--- src/sif_ram.sv ---
// generic single write port, single read port ram with registered read
// no dependencies
`default_nettype none

module sif_ram #(
  parameter int WIDTH = 8,
  parameter int DEPTH = 8
) (
  input  wire logic                                     clk,
  input  wire logic                                     we,
  input  wire logic [((DEPTH > 1) ? $clog2(DEPTH) : 1)-1:0] waddr,
  input  wire logic [WIDTH-1:0]                         wdata,
  input  wire logic                                     re,
  input  wire logic [((DEPTH > 1) ? $clog2(DEPTH) : 1)-1:0] raddr,
  output logic [WIDTH-1:0]                              rdata
);

  logic [WIDTH-1:0] mem [DEPTH];

  always_ff @(posedge clk) begin
    if (we) begin
      mem[waddr] <= wdata;
    end
    if (re) begin
      rdata <= mem[raddr];
    end
  end

endmodule

`default_nettype wire

--- config.mk ---
export PLATFORM = sky130hd
export DESIGN_NAME = sif_ram
export DESIGN_NICKNAME = d
export VERILOG_FILES = /design/src/sif_ram.sv
export SDC_FILE = /design/constraint.sdc
export NUM_CORES = 1
export LEC_CHECK = 0
export BUFFER_PORTS_ARGS = -buffer_cell sky130_fd_sc_hd__buf_4
export CORE_MARGIN = 2
export CORE_UTILIZATION = 60
export CTS_BUF_LIST = sky130_fd_sc_hd__clkbuf_8
export CTS_CLUSTER_DIAMETER = 50
export DETAILED_ROUTE_END_ITERATION = 6
export HOLD_SLACK_MARGIN = 0.1
export PLACE_DENSITY = 0.82
export SLEW_MARGIN = 10
export SYNTH_ARGS = -nofsm -noshare
export SYNTH_HDL_FRONTEND = slang
export SYNTH_SLANG_ARGS = --single-unit
--- constraint.sdc ---
create_clock -name clk -period 2.7 [get_ports clk]
set_input_delay 0.135 -clock clk [delete_from_list [all_inputs] [get_ports clk]]
set_output_delay 0.135 -clock clk [all_outputs]
set_load 0.005 [all_outputs]
==> impl_results.md <==
* Status: complete, no violations
* CP arrival at 1.51 ns
* Worst hold path class: in -> reg
* YS warnings at 0
* Rel. slew slack at 0.403
* Final Max Tran Viols at 0
* EDFF count, synth at 72
* Per-cell routed wire length at 22.1 um
* Mapped Cells at 114
* Num CTS Buffers at 9
* Post-layout nets at 172
* Tmin final at 1.42 ns
* DIE WIDTH at 72.0 um
* Leakage at 1.12 nW
* RSZ-0062 raised after global routing: no
* Starting Density at 0.628
* Layout cell share with drive strength beyond 1 at 0.281
* First-pass GRT wire length at 7.02 mm
* Sequential share of the synthesized area at 0.780
* Setup Buffers After CTS at 0
* DR vias at 1,274
* Area leader, netlist: edfxtp_1
* Drc violations at 0
* Setup CP Type: reg -> reg
* Total track usage at 0.202
* Pwr dens at 646 nW/um2
* Core area at 4410 um2
* DP Wirelength at 2.86 mm
* Initial DRC Count at 166
* Setup TNS at 0 ns
* Hold Slack at 0.231 ns
* FF-to-FF setup slack at 1.28 ns
* Clock Sinks at 72
* Worst-path clk slew at 0.07 ns
* Async SR Flop Fraction at 0
* Fill cell count at 250
* Final Skew at 0.00746 ns
* Via density at 6.01
* Worst-margin pin slew at 0.892 ns
* Synthesized net count at 131
* Crit start category: flop
* Multi-input logic area at 566 um2
* Input/output buffers at 24
* Number of antenna violations at the first check in global routing at 0
* Post-synth top area share at 0.780
* Io pins at 25
* Pre-antenna DRT Iters at 4
* Gr ovfl total at 0
* Commonest non-fill, non-tap cell in the layout: edfxtp_1
* Top_reg_cell synth: edfxtp_1
* Layout area overhead at 16.6%
* Overall power at 2.09 mW
* ANT cells at 0
* Syn_area_per_cell at 24.3 um2
* CTS tree: done
* Post-Route WL at 4.68 mm
* Cell Rows at 24
* Max Clk Rate at 702 MHz
* Placer Congestion at 0.686
* Fin. Hold Viols at 0
* Period utilisation layout at 0.527
* Max-cap violations at 0
* Max VDD drop at 0.000629 V
* Synth Cell Area at 2770 um2
* Final ANT Viol Nets at 0
* Worst EP required at 2.79 ns
* Synth top area cells: edfxtp_1 (78%), mux4_1 (14%), mux2_2 (3.3%)
* Final setup violating endpoints at 0
* DP Area at 2990 um2
* Skew-Pair Late Insertion Delay at 0.33 ns
* Htree depth at 3
* Max clock buf depth at 2
* Crit-path max FO at 1
* Vias in the first global route at 1,265
* Most frequent cells in the layout: edfxtp_1 (72), buf_4 (26), mux4_1 (15)
* Sequential standard cell area at 2160 um2
* Seq cells post-synth at 72
* Largest net degree at the start of global routing at 17
* Die ar. at 5180 um2
* Cell variety after synth at 13
* Post-route cell area at 3230 um2
* Die Ht at 72.0 um
* CP endpoint kind: flop
* CTS root buf: clkbuf_8
-- path summary, 6_finish.rpt --
kind                                 from  cells past startpoint        to
worst max-delay path            mem[3][4]                      2  rdata[4]
worst min-delay path             raddr[1]                      2  rdata[5]
worst max register to register  mem[3][4]                      2  rdata[4]
worst min register to register  mem[7][7]                      2  rdata[7]
-- stage by stage --
stage,setup WS [ns],std cells,util
6_report,1.28,212,0.732
5_1_grt,1.24,212,0.732
4_1_cts,1.26,211,0.730
3_5_place_dp,1.13,187,0.677
3_3_place_gp,1.20,187,0.677
2_1_floorplan,1.28,114,-
-- report_power, final --
part / internal [mW] / total [mW] / switching [mW]
Clock: 0.314 / 0.664 / 0.350
Combinational: 0.0755 / 0.137 / 0.0611
Sequential: 1.28 / 1.29 / 0.00992
-- layer usage --
layer / share of wire / global-route usage / up-vias
met5: 0 / 0 / -
met4: 0.0090 / 0.0692 / 0
met3: 0.059 / 0.0667 / 5
met2: 0.54 / 0.327 / 46
met1: 0.40 / 0.262 / 652
li1: - / - / 571
-- timing repair --
item	in CTS	in global routing
gates resized for setup	0	0
hold endpoints to repair	64	3
hold buffers	8	1
-- final cells by class --
type | instances | share of cell area
flip-flops and latches | 72 | 0.669
multi-input cells | 37 | 0.175
well taps | 52 | 0.0201
repair buffers | 35 | 0.0883
clock buffers | 9 | 0.0383
clock inverters | 7 | 0.00929
-- state kept, by name, indices dropped and copies added, names as in the netlist --
name	count
mem	64
rdata	8
-- cell families (layout without fill, tap and decap cells) --
group,Yosys count,in the layout,share of synthesized area
buffers and inverters,5,51,0.0158
multiplexers,24,24,0.183
flip-flops,72,72,0.780
AND/OR/NAND/NOR,13,13,0.0212
-- worst max-delay path, stage by stage (launching register included) --
cell	delay [ns]
edfxtp_1	0.38
mux4_1	0.52
mux2_2	0.29
-- synthesized netlist by cell type, types with 2 or more instances --
cell,n
edfxtp_1,72
mux2_2,8
mux4_1,15
nand2_1,2
nand2b_1,3
nor2_1,6
nor3_1,2
Note: power is estimated with default switching activity, not from simulation.
